`config.mk`:
```
export PLATFORM = sky130hd
export DESIGN_NAME = ascii_add_command_parser
export DESIGN_NICKNAME = d
export VERILOG_FILES = /design/src/rtl/core/acp_pkg.sv /design/src/rtl/core/acp_operand.sv /design/src/rtl/core/acp_parser.sv /design/src/rtl/core/ascii_add_command_parser.sv
export SDC_FILE = /design/constraint.sdc
export NUM_CORES = 1
export LEC_CHECK = 0
export ABC_AREA = 1
export BUFFER_PORTS_ARGS = -buffer_cell sky130_fd_sc_hd__buf_4
export CORE_ASPECT_RATIO = 0.5
export CORE_UTILIZATION = 65
export CTS_BUF_LIST = sky130_fd_sc_hd__clkbuf_4
export DETAILED_ROUTE_END_ITERATION = 7
export PLACE_DENSITY = 0.88
export RECOVER_POWER = 50
export SYNTH_ARGS = -nofsm -noshare
export SYNTH_HDL_FRONTEND = slang
export SYNTH_SLANG_ARGS = --single-unit
```
`constraint.sdc`:
```
create_clock -name i_clk -period 20.1 [get_ports i_clk]
set_clock_uncertainty 0.2 [all_clocks]
set_input_delay 4.02 -clock i_clk [delete_from_list [all_inputs] [get_ports i_clk]]
set_output_delay 4.02 -clock i_clk [all_outputs]
set_load 0.03 [all_outputs]
```
`src/rtl/core/acp_pkg.sv`:
```
// ----------------------------------------------------------------------------
// acp_pkg
// Shared types, character codes and helpers for the ADD command parser.
// ----------------------------------------------------------------------------
package acp_pkg;

    localparam logic [7:0] CH_A     = 8'h41;
    localparam logic [7:0] CH_D     = 8'h44;
    localparam logic [7:0] CH_SPACE = 8'h20;
    localparam logic [7:0] CH_NL    = 8'h0A;

    // Keyword is three characters; match count runs 0..2 before entry
    localparam logic [1:0] KEY_LAST   = 2'd2;
    // Two prefix characters ("0x") skipped ahead of the digits
    localparam logic [1:0] PREFIX_LEN = 2'd2;

    localparam logic [1:0] FIELD_NONE   = 2'd0;
    localparam logic [1:0] FIELD_FIRST  = 2'd1;
    localparam logic [1:0] FIELD_SECOND = 2'd2;

    typedef enum logic {
        MODE_SCAN,
        MODE_OPERANDS
    } t_mode;

    // Per-operand control from the parser
    typedef struct packed {
        logic clear;
        logic feed;
    } t_opnd_ctl;

    function automatic logic is_blank(input logic [7:0] c);
        return (c == CH_SPACE) || (c == CH_NL);
    endfunction

    function automatic logic is_hex(input logic [7:0] c);
        return (c inside {[8'h30:8'h39], [8'h41:8'h46], [8'h61:8'h66]});
    endfunction

    function automatic logic [3:0] hex_nibble(input logic [7:0] c);
        logic [7:0] d;
        if (c inside {[8'h30:8'h39]}) begin
            d = c - 8'h30;
        end else if (c inside {[8'h41:8'h46]}) begin
            d = c - 8'h37;
        end else begin
            d = c - 8'h57;
        end
        return d[3:0];
    endfunction

endpackage

```
`src/rtl/core/acp_operand.sv`:
```
// ----------------------------------------------------------------------------
// acp_operand
// One hex operand accumulator: skips the two-character prefix, shifts in hex
// digits and freezes on the first non-hex character.
// ----------------------------------------------------------------------------
module acp_operand
    import acp_pkg::*;
(
    input  logic        i_clk,
    input  logic        i_rst_n,
    input  t_opnd_ctl   i_ctl,
    input  logic [7:0]  i_ch,
    output logic [31:0] o_acc
);

    logic [31:0] r_acc, n_acc;
    logic [1:0]  r_skipped, n_skipped;
    logic        r_stopped, n_stopped;

    always_comb begin
        n_acc     = r_acc;
        n_skipped = r_skipped;
        n_stopped = r_stopped;
        if (i_ctl.clear) begin
            n_acc     = '0;
            n_skipped = '0;
            n_stopped = 1'b0;
        end else if (i_ctl.feed && !is_blank(i_ch)) begin
            if (r_skipped < PREFIX_LEN) begin
                n_skipped = r_skipped + 2'd1;
            end else if (!r_stopped) begin
                if (is_hex(i_ch)) begin
                    n_acc = {r_acc[27:0], hex_nibble(i_ch)};
                end else begin
                    n_stopped = 1'b1;
                end
            end
        end
    end

    always_ff @(posedge i_clk) begin
        if (!i_rst_n) begin
            r_acc     <= '0;
            r_skipped <= '0;
            r_stopped <= 1'b0;
        end else begin
            r_acc     <= n_acc;
            r_skipped <= n_skipped;
            r_stopped <= n_stopped;
        end
    end

    assign o_acc = r_acc;

endmodule

```
`src/rtl/core/acp_parser.sv`:
```
// ----------------------------------------------------------------------------
// acp_parser
// Keyword scan and field sequencing; steers characters to the operand units
// and flags the end of a command.
// ----------------------------------------------------------------------------
module acp_parser
    import acp_pkg::*;
(
    input  logic       i_clk,
    input  logic       i_rst_n,
    input  logic       i_step,
    input  logic [7:0] i_ch,
    output t_opnd_ctl  o_ctl_first,
    output t_opnd_ctl  o_ctl_second,
    output logic       o_emit
);

    t_mode      r_mode, n_mode;
    logic [1:0] r_match_count, n_match_count;
    logic [1:0] r_field_count, n_field_count;

    logic blank;
    logic hit;

    assign blank = is_blank(i_ch);
    assign hit   = ((i_ch == CH_A) && (r_match_count == 2'd0)) ||
                   ((i_ch == CH_D) && ((r_match_count == 2'd1) ||
                                       (r_match_count == 2'd2)));

    // Next state
    always_comb begin
        n_mode        = r_mode;
        n_match_count = r_match_count;
        n_field_count = r_field_count;
        if (i_step) begin
            case (r_mode)
                MODE_SCAN: begin
                    if (hit && (r_match_count == KEY_LAST)) begin
                        n_mode        = MODE_OPERANDS;
                        n_match_count = '0;
                        n_field_count = FIELD_NONE;
                    end else if (hit) begin
                        n_match_count = r_match_count + 2'd1;
                    end else begin
                        n_match_count = '0;
                    end
                end
                MODE_OPERANDS: begin
                    if ((r_field_count == FIELD_SECOND) && blank) begin
                        n_mode        = MODE_SCAN;
                        n_match_count = '0;
                        n_field_count = FIELD_NONE;
                    end else if (blank && (r_field_count < FIELD_SECOND)) begin
                        n_field_count = r_field_count + 2'd1;
                    end
                end
                default: begin
                    n_mode = MODE_SCAN;
                end
            endcase
        end
    end

    // Outputs
    always_comb begin
        o_ctl_first  = '0;
        o_ctl_second = '0;
        o_emit       = 1'b0;
        if (i_step) begin
            case (r_mode)
                MODE_SCAN: begin
                    if (hit && (r_match_count == KEY_LAST)) begin
                        o_ctl_first.clear  = 1'b1;
                        o_ctl_second.clear = 1'b1;
                    end
                end
                MODE_OPERANDS: begin
                    if (r_field_count == FIELD_FIRST) begin
                        o_ctl_first.feed = 1'b1;
                    end else if (r_field_count == FIELD_SECOND) begin
                        if (blank) begin
                            o_emit             = 1'b1;
                            o_ctl_first.clear  = 1'b1;
                            o_ctl_second.clear = 1'b1;
                        end else begin
                            o_ctl_second.feed = 1'b1;
                        end
                    end
                end
                default: begin
                    o_emit = 1'b0;
                end
            endcase
        end
    end

    always_ff @(posedge i_clk) begin
        if (!i_rst_n) begin
            r_mode        <= MODE_SCAN;
            r_match_count <= '0;
            r_field_count <= FIELD_NONE;
        end else begin
            r_mode        <= n_mode;
            r_match_count <= n_match_count;
            r_field_count <= n_field_count;
        end
    end

    a_emit_in_second: assert property (@(posedge i_clk) disable iff (!i_rst_n)
        o_emit |-> (r_mode == MODE_OPERANDS) && (r_field_count == FIELD_SECOND))
        else $error("emit outside second operand field");

    a_emit_back_to_scan: assert property (@(posedge i_clk) disable iff (!i_rst_n)
        o_emit |=> (r_mode == MODE_SCAN) && (r_match_count == 2'd0))
        else $error("scan mode not resumed after emit");

    a_one_feed: assert property (@(posedge i_clk) disable iff (!i_rst_n)
        !(o_ctl_first.feed && o_ctl_second.feed))
        else $error("both operands fed by one character");

    a_field_range: assert property (@(posedge i_clk) disable iff (!i_rst_n)
        r_field_count != 2'd3)
        else $error("field count out of range");

    a_scan_no_feed: assert property (@(posedge i_clk) disable iff (!i_rst_n)
        (r_mode == MODE_SCAN) |-> !(o_ctl_first.feed || o_ctl_second.feed || o_emit))
        else $error("operand activity during keyword scan");

endmodule

```
`src/rtl/core/ascii_add_command_parser.sv`:
```
// ----------------------------------------------------------------------------
// ascii_add_command_parser
// Parses "ADD 0x<hex> 0x<hex>" from a character stream and returns both
// operands and their 32-bit sum.
// ----------------------------------------------------------------------------
// Usage:
//   Input channel: one ASCII character per beat on i_ch (i_valid / o_stall).
//   Output channel: one result beat per completed command (o_valid / i_stall)
//   carrying o_first_value, o_second_value and o_sum (wrapped to 32 bits).
//   Most characters produce no result; the blank that ends the second operand
//   produces exactly one.
//   A character lands in the input register at its accept edge and is parsed
//   once no held result blocks it; a result it completes is loaded into the
//   result register at the end of that parse cycle, raising o_valid.
//   Throughput: one character per cycle while o_stall is low, with the state
//   update and shift-add in the parser and operand units done on each step.
//   Stall: while a result waits under i_stall, the input register keeps
//   filling; o_stall rises only once a character is waiting behind a held
//   result. A held result never changes.
//   Reset (synchronous, i_rst_n low): keyword scan with all counts and
//   accumulators cleared; no beat pending on either side.
// ----------------------------------------------------------------------------
module ascii_add_command_parser
    import acp_pkg::*;
(
    input  logic        i_clk,
    input  logic        i_rst_n,
    // character input
    input  logic        i_valid,
    output logic        o_stall,
    input  logic [7:0]  i_ch,
    // result output
    output logic        o_valid,
    input  logic        i_stall,
    output logic [31:0] o_first_value,
    output logic [31:0] o_second_value,
    output logic [31:0] o_sum
);

    // Input register
    logic       r_in_valid;
    logic [7:0] r_in_ch;

    // Result register
    logic        r_out_valid;
    logic [31:0] r_out_first;
    logic [31:0] r_out_second;
    logic [31:0] r_out_sum;

    logic        advance;   // result slot free (or freeing) this cycle
    logic        step;      // registered character is consumed
    logic        in_take;   // input beat accepted
    logic        emit;
    t_opnd_ctl   ctl_first;
    t_opnd_ctl   ctl_second;
    logic [31:0] first_acc;
    logic [31:0] second_acc;

    assign advance = !r_out_valid || !i_stall;
    assign step    = r_in_valid && advance;
    assign o_stall = r_in_valid && !advance;
    assign in_take = i_valid && !o_stall;

    always_ff @(posedge i_clk) begin
        if (!i_rst_n) begin
            r_in_valid <= 1'b0;
        end else if (in_take) begin
            r_in_valid <= 1'b1;
        end else if (step) begin
            r_in_valid <= 1'b0;
        end
    end

    always_ff @(posedge i_clk) begin
        if (in_take) begin
            r_in_ch <= i_ch;
        end
    end

    acp_parser u_parser (
        .i_clk        (i_clk),
        .i_rst_n      (i_rst_n),
        .i_step       (step),
        .i_ch         (r_in_ch),
        .o_ctl_first  (ctl_first),
        .o_ctl_second (ctl_second),
        .o_emit       (emit)
    );

    acp_operand u_first (
        .i_clk   (i_clk),
        .i_rst_n (i_rst_n),
        .i_ctl   (ctl_first),
        .i_ch    (r_in_ch),
        .o_acc   (first_acc)
    );

    acp_operand u_second (
        .i_clk   (i_clk),
        .i_rst_n (i_rst_n),
        .i_ctl   (ctl_second),
        .i_ch    (r_in_ch),
        .o_acc   (second_acc)
    );

    // Emit only happens on a step, so the slot is free whenever it loads.
    always_ff @(posedge i_clk) begin
        if (!i_rst_n) begin
            r_out_valid <= 1'b0;
        end else if (emit) begin
            r_out_valid <= 1'b1;
        end else if (!i_stall) begin
            r_out_valid <= 1'b0;
        end
    end

    always_ff @(posedge i_clk) begin
        if (emit) begin
            r_out_first  <= first_acc;
            r_out_second <= second_acc;
            r_out_sum    <= first_acc + second_acc;
        end
    end

    assign o_valid        = r_out_valid;
    assign o_first_value  = r_out_first;
    assign o_second_value = r_out_second;
    assign o_sum          = r_out_sum;

endmodule

```
==> results of run 1 <==
[per-layer routing]
layer  vias to the layer above  track usage (%)  part of all wire, %  wire [um]
li1                       3620                -                    -          -
met1                      3528            44.93                   44       9716
met2                       347            50.08                   45       9899
met3                        43            7.921                  9.2       2035
met4                         0            9.508                  1.7        382
met5                         -                0                    0          0
[cells by family after synthesis]
group	count (synthesis)	synth area share, %
AND/OR/NAND/NOR	525	26.59
flip-flops	181	52.45
buffers and inverters	146	7.133
AO/OA/AOI/OAI	110	6.626
adder cells (fa/ha/maj)	38	5.430
XOR/XNOR	18	1.773
[flip-flops by register name, indices dropped and copies added, names as in the netlist, 2 cells and up]
name,flops
o_second_value,32
u_second.r_skipped,2
u_first.o_acc,32
u_parser.r_field_count,2
u_second.o_acc,32
u_first.r_skipped,2
u_parser.r_match_count,2
r_in_ch,8
o_sum,32
o_first_value,32
[per-stage QoR]
step	cell area, um^2	power [uW]
after CTS	10020	609.3
after floorplan	8894	416.4
final	10000	608.3
after detailed placement	9754	419.0
after global routing	10000	623.9
after global placement	9754	418.3
[layout by cell type (no fill, tap or decap), types with 3 or more instances in the layout]
master      n
o21bai_1    4
inv_2       9
nor2_1     65
nor3_1     10
xor2_1     17
dfxtp_1    77
nand4_1    62
clkinv_4    4
nand2_1   307
clkbuf_1    3
inv_8       5
clkbuf_4   26
edfxtp_1  104
nand3_1    54
ha_1       37
nand2_2     3
a21oi_2     4
a21oi_1    91
buf_4     102
nand4_2    10
o21ai_0     6
nor2_2      3
inv_1     101
[critical path: stages]
cell	delay (ns)
clkbuf_4	0.11
nand2_1	0.06
nor2_1	0.12
buf_4	0.18
[power by group through the flow]
stage                     clock network (uW)  registers (uW)  logic (uW)
after floorplan                            0             399        17.6
after global placement                     0             400        18.5
after detailed placement                   0             400        19.0
after CTS                                198             392        19.2
after global routing                     210             392        21.6
final                                    197             392        19.3
[path summary, 6_finish.rpt]
check,start,endpoint,slack [ns],depth (start not counted)
worst max-delay path,i_stall,o_stall,11.40,4
worst max register to register,r_in_ch[0],u_second.o_acc[29],15.72,12
worst min register to register,u_first.o_acc[28],o_first_value[28],0.30,0
worst min-delay path,u_first.o_acc[28],o_first_value[28],0.30,0
[area by class of cell]
| cell class | instances | area, um^2 | share of cell area, % |
|---|---|---|---|
| multi-input cells | 691 | 3600 | 35.98 |
| flip-flops and latches | 181 | 4664 | 46.62 |
| inverters | 111 | 416.7 | 4.165 |
| well taps | 170 | 212.7 | 2.126 |
| repair buffers | 114 | 844.6 | 8.442 |
| clock inverters | 15 | 138.9 | 1.388 |
| clock buffers | 17 | 127.6 | 1.276 |
==> results.sh, run 1 <==
export IMPL_drc=0
export IMPL_dp_hpwl_um=16170
export IMPL_p_sw_share_pct=26.03
export IMPL_status="finished, violations left"
export IMPL_area_delta_synth_final_pct=12.49
export IMPL_vdd_ir_drop_max_mv=0.04014
export IMPL_p_switching_uw=158.4
export IMPL_synthTopCellsByArea="edfxtp_1 (35%), dfxtp_1 (17%), nand2_1 (13%)"
export IMPL_gp_congestion=0.9339
export IMPL_ios=110
export IMPL_layout_setup_ws_ns=11.40
export IMPL_timing_final_crit_period_ns=8.705
export IMPL_cp_end_kind="output port"
export IMPL_rsz0062_at_grt="false"
export IMPL_seqPwrFrac_pct=64.4
export IMPL_gr_usage_all_layers_pct=32.18
export IMPL_cts_root_buf="clkbuf_4"
export IMPL_max_slew_worst_pin_slew_ns=3.243
export IMPL_initial_core_util_pct=68.46
export IMPL_clk_pin_slew_ns=0.17
export IMPL_synth_fp_nets=1068
export IMPL_dr_pass1_iters=6
export IMPL_rows=29
export IMPL_vias=7538
export IMPL_async_flop_share_pct=0
export IMPL_nFillCells=939
export IMPL_finalHoldViolCount=0
export IMPL_dieArea_um2=14180
export IMPL_grt_antenna_before_repair=0
export IMPL_gr_total_overflow=0
export IMPL_cts_sinks=181
export IMPL_nets=1166
export IMPL_maxCapViolCount=3
export IMPL_diodes=0
export IMPL_required_ns=15.88
export IMPL_fin_crit_sh_pct=43.31
export IMPL_timing_hold_ws_ns=0.2956
export IMPL_ys_ff_latch=181
export IMPL_drive_gt1_share_pct=15.77
export IMPL_dr_first_iter_drc_count=753
export IMPL_internal_power_uw=450.0
export IMPL_dp_cells=1267
export IMPL_hp_class="reg -> reg"
export IMPL_cts_repair_resized=0
export IMPL_pre_cts_slack_ns=11.42
export IMPL_grt_pass1_vias=6789
export IMPL_yosysWarnings=0
export IMPL_core_um2=12990
export IMPL_netlist_top_cell_by_area="edfxtp_1"
export IMPL_synthTopCellsByCount="nand2_1 (307), edfxtp_1 (104), inv_1 (101)"
export IMPL_grt_max_degree=72
export IMPL_cts_inserted_buffers=17
export IMPL_synth_enable_flop_cells=104
export IMPL_yosysTopAreaCellShare_pct=35.12
export IMPL_synthCells=1018
export IMPL_synth_area_um2=8894
export IMPL_critPathArrivalTime_ns=4.48
export IMPL_cts_path_max_buffers=2
export IMPL_dieWidth_um=167.4
export IMPL_synth_most_common_cell="nand2_1"
export IMPL_ant_nets=0
export IMPL_clock_latency_ns=0.59
export IMPL_wire_per_inst_um=16.96
export IMPL_total_leakage_power_uw=0.004282
export IMPL_synth_avg_cell_area_um2=8.736
export IMPL_ys_seq_area_share_pct=52.45
export IMPL_cp_max_fo=2
export IMPL_htreeDepth=4
export IMPL_fin_cells=1299
export IMPL_drt_total_wl_um=22030
export IMPL_final_core_util_pct=77.02
export IMPL_setup_tns_ns=0
export IMPL_cts_hold_fix_buffers=0
export IMPL_comb_power_share_pct=3.2
export IMPL_port_buffer_count=109
export IMPL_maxSlewViolCount=171
export IMPL_synth_cell_types=41
export IMPL_synthFlopType="edfxtp_1"
export IMPL_path_class="in -> out"
export IMPL_worstSetupStartpointType="primary input"
export IMPL_finalSetupViolations=0
export IMPL_max_freq_mhz=114.9
export IMPL_slew_headroom_pct=-116.2
export IMPL_post_cts_repair_setup_buffers=0
export IMPL_power_frac_clock_pct=32.4
export IMPL_viasPerCell=5.803
export IMPL_die_y_um=84.71
export IMPL_cts_tree="built"
export IMPL_grt_pass1_wl_um=35050
export IMPL_pwr_density_cell_nw_per_um2=60.81
export IMPL_violations="max-capacitance violations, max-slew violations"
(Power assumes the default switching activity.)
==> inputs of run 2 (changes only) <==
ABC_AREA = 0   (was 1)
CORE_UTILIZATION = 54   (was 65)
PLACE_DENSITY = 0.79   (was 0.88)
clock period = 7.67 ns   (was 20.1 ns; I/O delays follow)
==> run 2 against run 1 <==
The flow now finishes without violations. Synthesized cell count shrank 35%. Cell count decreased by 24%. Wire length is 27% lower. Non-clock buffer count fell by 1. Area after synthesis fell by 9.9%. Clock-buffer cell count stayed put. First-iteration DRC count down 59%. Die area grew 8.3%. Worst hold slack lost 0.028 ns. Design area decreased by 11%. Clock power increased to 2.8 times the previous value. Highest routed layer unchanged.
==> results.sh, run 2 <==
export IMPL_synth_enable_flop_cells=104
export IMPL_synth_area_um2=8010
export IMPL_vias=5420
export IMPL_synthFlopType="edfxtp_1"
export IMPL_cts_path_max_buffers=2
export IMPL_cts_sinks=181
export IMPL_wire_per_inst_um=16.29
export IMPL_dp_hpwl_um=11340
export IMPL_startpoint="i_stall"
export IMPL_pwr_density_cell_nw_per_um2=178.7
export IMPL_required_ns=7.70
export IMPL_drt_total_wl_um=16050
export IMPL_critPathArrivalTime_ns=4.58
export IMPL_cts_tree="built"
export IMPL_r2r_end="o_first_value[24]"
export IMPL_timing_rr_start="r_in_valid"
export IMPL_worstSetupStartpointType="primary input"
export IMPL_path_class="in -> reg"
export IMPL_grt_max_degree=73
export IMPL_whs_path_depth=2
export IMPL_setup_tns_ns=0
export IMPL_maxCapViolCount=0
export IMPL_initial_core_util_pct=55.37
export IMPL_async_flop_share_pct=0
export IMPL_ios=110
export IMPL_synth_fp_nets=715
export IMPL_core_um2=14470
export IMPL_slew_headroom_pct=16.89
export IMPL_rr_worst_depth=4
export IMPL_grt_pass1_wl_um=25050
export IMPL_dp_cells=953
export IMPL_post_cts_repair_setup_buffers=0
export IMPL_dieWidth_um=174.2
export IMPL_grt_antenna_before_repair=0
export IMPL_synth_most_common_cell="edfxtp_1"
export IMPL_hp_class="reg -> reg"
export IMPL_netlist_top_cell_by_area="edfxtp_1"
export IMPL_diodes=0
export IMPL_vdd_ir_drop_max_mv=0.09258
export IMPL_drc=0
export IMPL_synthCells=665
export IMPL_nets=824
export IMPL_grt_pass1_vias=5055
export IMPL_die_y_um=88.12
export IMPL_ys_ff_latch=181
export IMPL_endpoint="o_first_value[24]"
export IMPL_max_freq_mhz=219.9
export IMPL_final_cell_mix="edfxtp_1 (104), nor2_1 (88), clkbuf_1 (84)"
export IMPL_port_buffer_count=109
export IMPL_layout_setup_ws_ns=3.122
export IMPL_pre_cts_slack_ns=2.472
export IMPL_max_slew_worst_pin_slew_ns=1.244
export IMPL_synthTopCellsByArea="edfxtp_1 (39%), dfxtp_1 (19%), mux2i_1 (7.4%)"
export IMPL_dr_pass1_iters=4
export IMPL_cts_root_buf="clkbuf_4"
export IMPL_viasPerCell=5.503
export IMPL_final_common_cell="edfxtp_1"
export IMPL_cts_hold_fix_buffers=0
export IMPL_dieArea_um2=15350
export IMPL_yosysWarnings=0
export IMPL_dr_first_iter_drc_count=308
export IMPL_ff2ff_setup_slack_ns=3.82
export IMPL_gp_congestion=0.8463
export IMPL_drive_gt1_share_pct=10.29
export IMPL_synthTopCellsByCount="edfxtp_1 (104), nor2_1 (89), dfxtp_1 (77)"
export IMPL_status="finished clean"
export IMPL_finalHoldViolCount=0
export IMPL_cp_max_fo=56
export IMPL_synth_avg_cell_area_um2=12.05
export IMPL_timing_hold_ws_ns=0.2680
export IMPL_rows=31
export IMPL_cts_repair_resized=0
export IMPL_finalSetupViolations=0
export IMPL_maxSlewViolCount=0
export IMPL_timing_final_crit_period_ns=4.548
export IMPL_fin_crit_sh_pct=59.29
export IMPL_area_delta_synth_final_pct=11.72
export IMPL_rsz0062_at_grt="false"
export IMPL_cp_end_kind="flip-flop"
export IMPL_ant_nets=0
export IMPL_clk_pin_slew_ns=0.17
export IMPL_ys_seq_area_share_pct=58.23
export IMPL_gr_total_overflow=0
export IMPL_final_core_util_pct=61.85
export IMPL_total_leakage_power_uw=0.002905
export IMPL_clock_latency_ns=0.59
export IMPL_htreeDepth=4
export IMPL_cts_inserted_buffers=17
export IMPL_fin_cells=985
export IMPL_yosysTopAreaCellShare_pct=38.99
export IMPL_gr_usage_all_layers_pct=21.06
export IMPL_synth_cell_types=54
## run 2: cell types whose count changed in the layout (fill, tap and decap cells not counted), sizes merged, moves of 59 or more
cell    delta
nand2    -276
inv       -98
buf       -81
clkbuf    +80
nand4     -68
mux2i     +59
## run 2: routing by layer
layer | part of all wire (%) | up-vias | GRT usage (%)
met1 | 47 | 2609 | 27.55
met5 | 0 | - | 0
met3 | 4.0 | 19 | 4.297
met4 | 1.2 | 0 | 6.140
met2 | 48 | 122 | 35.97
li1 | - | 2670 | -
## run 2: cell type report
class	instances	area (um^2)
clock buffers	17	127.6
clock inverters	15	176.4
fillers	1247	5519
inverters	8	30.03
multi-input cells	453	3169
flip-flops and latches	181	4664
well taps	198	247.7
repair buffers	113	533.0
## run 2: report_power, final
group	internal [uW]	switching, uW	leakage [uW]	total (uW)
Sequential	1020	5.18	0.00136	1030
Clock	158	386	0.000163	544
Combinational	11.2	18.3	0.00138	29.5
## run 2: worst min-delay path by stage
| stage | startpoint | end |
|---|---|---|
| 2_1_floorplan | u_parser.r_match_count[0] | u_parser.r_match_count[0] |
| 3_3_place_gp | u_parser.r_match_count[0] | u_parser.r_match_count[0] |
| 3_5_place_dp | u_parser.r_match_count[0] | u_parser.r_match_count[0] |
| 4_1_cts | u_parser.r_match_count[0] | u_parser.r_match_count[0] |
| 5_1_grt | u_parser.r_match_count[0] | u_parser.r_match_count[0] |
| 6_report | u_parser.r_match_count[0] | u_parser.r_match_count[0] |
## run 2: kinds of logic after synthesis
logic type | after synthesis | synth area share (%)
DFF | 181 | 58.23
xor gates and xnor gates | 34 | 3.718
buffers and inverters | 31 | 2.609
adders and majority gates | 38 | 6.029
AOI/OAI and AO/OA | 141 | 11.34
muxes | 60 | 7.513
and+or+nand+nor | 180 | 10.56
## run 2: stage by stage
stage	total power, uW	cell area, um^2
5_1_grt	1653	8949
2_1_floorplan	1067	8010
6_report	1599	8949
3_3_place_gp	1076	8960
3_5_place_dp	1077	8960
4_1_cts	1613	9264
## run 2: critical path, cell delays in order
cell	delay [ns]
clkbuf_1	0.09
a21boi_0	0.88
nand3_1	0.31
nor2_4	1.00
buf_4	0.72
==> inputs of run 3 (changes only) <==
ABC_AREA = 1   (was 0)
CORE_UTILIZATION = 60   (was 54)
PLACE_DENSITY = 0.82   (was 0.79)
clock period = 4.5 ns   (was 7.67 ns; I/O delays follow)
==> run 3 against run 2 <==
Register-to-register slack worse by 2.4 ns. Sequential power is 70% higher. Clock-buffer cell count stayed put. Die area hardly changed. Combinational power grew to 3.0 times the previous value. Sequential share of layout area is 4.4 points lower. Wire length is 42% higher. Non-clock buffer count is 4 higher. Critical endpoint is now o_first_value[21]. Critical path type is now reg -> reg. Via count is 39% higher. Highest routed layer unchanged.
==> results.sh, run 3 (same netlist as run 1, synthesis figures left out) <==
export IMPL_ios=110
export IMPL_critPathArrivalTime_ns=3.08
export IMPL_dieWidth_um=174.2
export IMPL_cp_max_fo=45
export IMPL_final_core_util_pct=67.54
export IMPL_cts_repair_resized=0
export IMPL_required_ns=4.52
export IMPL_clk_pin_slew_ns=0.16
export IMPL_cts_inserted_buffers=17
export IMPL_area_delta_synth_final_pct=9.876
export IMPL_layout_setup_ws_ns=1.441
export IMPL_final_common_cell="nand2_1"
export IMPL_timing_rr_start="r_in_ch[0]"
export IMPL_status="finished clean"
export IMPL_die_y_um=88.09
export IMPL_gr_total_overflow=0
export IMPL_max_freq_mhz=326.9
export IMPL_ant_nets=0
export IMPL_startpoint="r_in_ch[0]"
export IMPL_cts_path_max_buffers=2
export IMPL_dp_cells=1298
export IMPL_rr_worst_depth=9
export IMPL_cts_root_buf="clkbuf_4"
export IMPL_diodes=0
export IMPL_cts_hold_fix_buffers=0
export IMPL_timing_final_crit_period_ns=3.059
export IMPL_dr_pass1_iters=6
export IMPL_nets=1169
export IMPL_maxCapViolCount=0
export IMPL_pre_cts_slack_ns=1.307
export IMPL_worstSetupStartpointType="flip-flop"
export IMPL_grt_pass1_wl_um=34930
export IMPL_initial_core_util_pct=61.47
export IMPL_dr_first_iter_drc_count=705
export IMPL_r2r_end="o_first_value[21]"
export IMPL_dieArea_um2=15340
export IMPL_ff2ff_setup_slack_ns=1.44
export IMPL_post_cts_repair_setup_buffers=0
export IMPL_cts_sinks=181
export IMPL_slew_headroom_pct=49.27
export IMPL_viasPerCell=5.675
export IMPL_grt_max_degree=64
export IMPL_finalSetupViolations=0
export IMPL_gp_congestion=0.9894
export IMPL_path_class="reg -> reg"
export IMPL_total_leakage_power_uw=0.004039
export IMPL_pwr_density_cell_nw_per_um2=287.8
export IMPL_max_slew_worst_pin_slew_ns=0.7585
export IMPL_port_buffer_count=109
export IMPL_maxSlewViolCount=0
export IMPL_gr_usage_all_layers_pct=30.00
export IMPL_drive_gt1_share_pct=8.039
export IMPL_endpoint="o_first_value[21]"
export IMPL_dp_hpwl_um=16760
export IMPL_cp_end_kind="flip-flop"
export IMPL_fin_crit_sh_pct=67.98
export IMPL_finalHoldViolCount=0
export IMPL_drt_total_wl_um=22810
export IMPL_fin_cells=1330
export IMPL_rsz0062_at_grt="false"
export IMPL_cts_tree="built"
export IMPL_clock_latency_ns=0.57
export IMPL_setup_tns_ns=0
export IMPL_vias=7548
export IMPL_vdd_ir_drop_max_mv=0.1927
export IMPL_grt_antenna_before_repair=0
export IMPL_rows=31
export IMPL_final_cell_mix="nand2_1 (308), edfxtp_1 (104), inv_1 (101)"
export IMPL_grt_pass1_vias=6583
export IMPL_hp_class="reg -> reg"
export IMPL_drc=0
export IMPL_wire_per_inst_um=17.15
export IMPL_core_um2=14470
export IMPL_htreeDepth=4
[run 3: worst min-delay path by stage]
stage	start	end	cells after the start
5_1_grt	i_ch[0]	r_in_ch[0]	1
3_3_place_gp	u_first.o_acc[31]	o_first_value[31]	0
3_5_place_dp	u_first.o_acc[31]	o_first_value[31]	0
2_1_floorplan	u_second.o_acc[28]	o_second_value[28]	0
6_report	u_first.o_acc[31]	o_first_value[31]	0
4_1_cts	i_ch[0]	r_in_ch[0]	1
[run 3: power by group]
part	leakage, uW	switching (uW)	internal [uW]
clock network	0.000159	620	353
logic	0.00248	63.7	25.7
registers	0.00140	9.50	1740
[run 3: layout make-up]
type                            instances  area [um^2]
Fill cell                            1254         4696
Sequential cell                       181         4664
Multi-Input combinational cell        691         3608
Timing Repair Buffer                  117        525.5
Inverter                              111        416.7
Tap cell                              198        247.7
Clock inverter                         15        181.4
Clock buffer                           17        127.6
[run 3: metrics by stage]
stage | total power (uW) | area, um^2 | hold WS [ns]
3_5_place_dp | 1874 | 9818 | 0.2645
2_1_floorplan | 1860 | 8905 | 0.2345
4_1_cts | 2816 | 10130 | 0.2867
6_report | 2812 | 9772 | 0.3003
5_1_grt | 2898 | 9772 | 0.2922
3_3_place_gp | 1870 | 9818 | 0.2675
[run 3: metal layers]
| layer | global-route usage (%) | routed length [um] | up-vias |
|---|---|---|---|
| met4 | 10.69 | 464 | 0 |
| met5 | 0 | 0 | - |
| met2 | 44.98 | 9822 | 383 |
| li1 | - | - | 3629 |
| met1 | 43.24 | 10480 | 3495 |
| met3 | 6.337 | 2045 | 41 |
[run 3: worst max-delay path, stage by stage, from the launching register on]
cell and delay, ns:
edfxtp_1 0.49, inv_1 0.15, ha_1 0.21, nand2_1 0.06
inv_1 0.06, nand3_1 0.07, nand2_1 0.07, nand3_1 0.15
nor3_4 0.63, buf_4 0.59
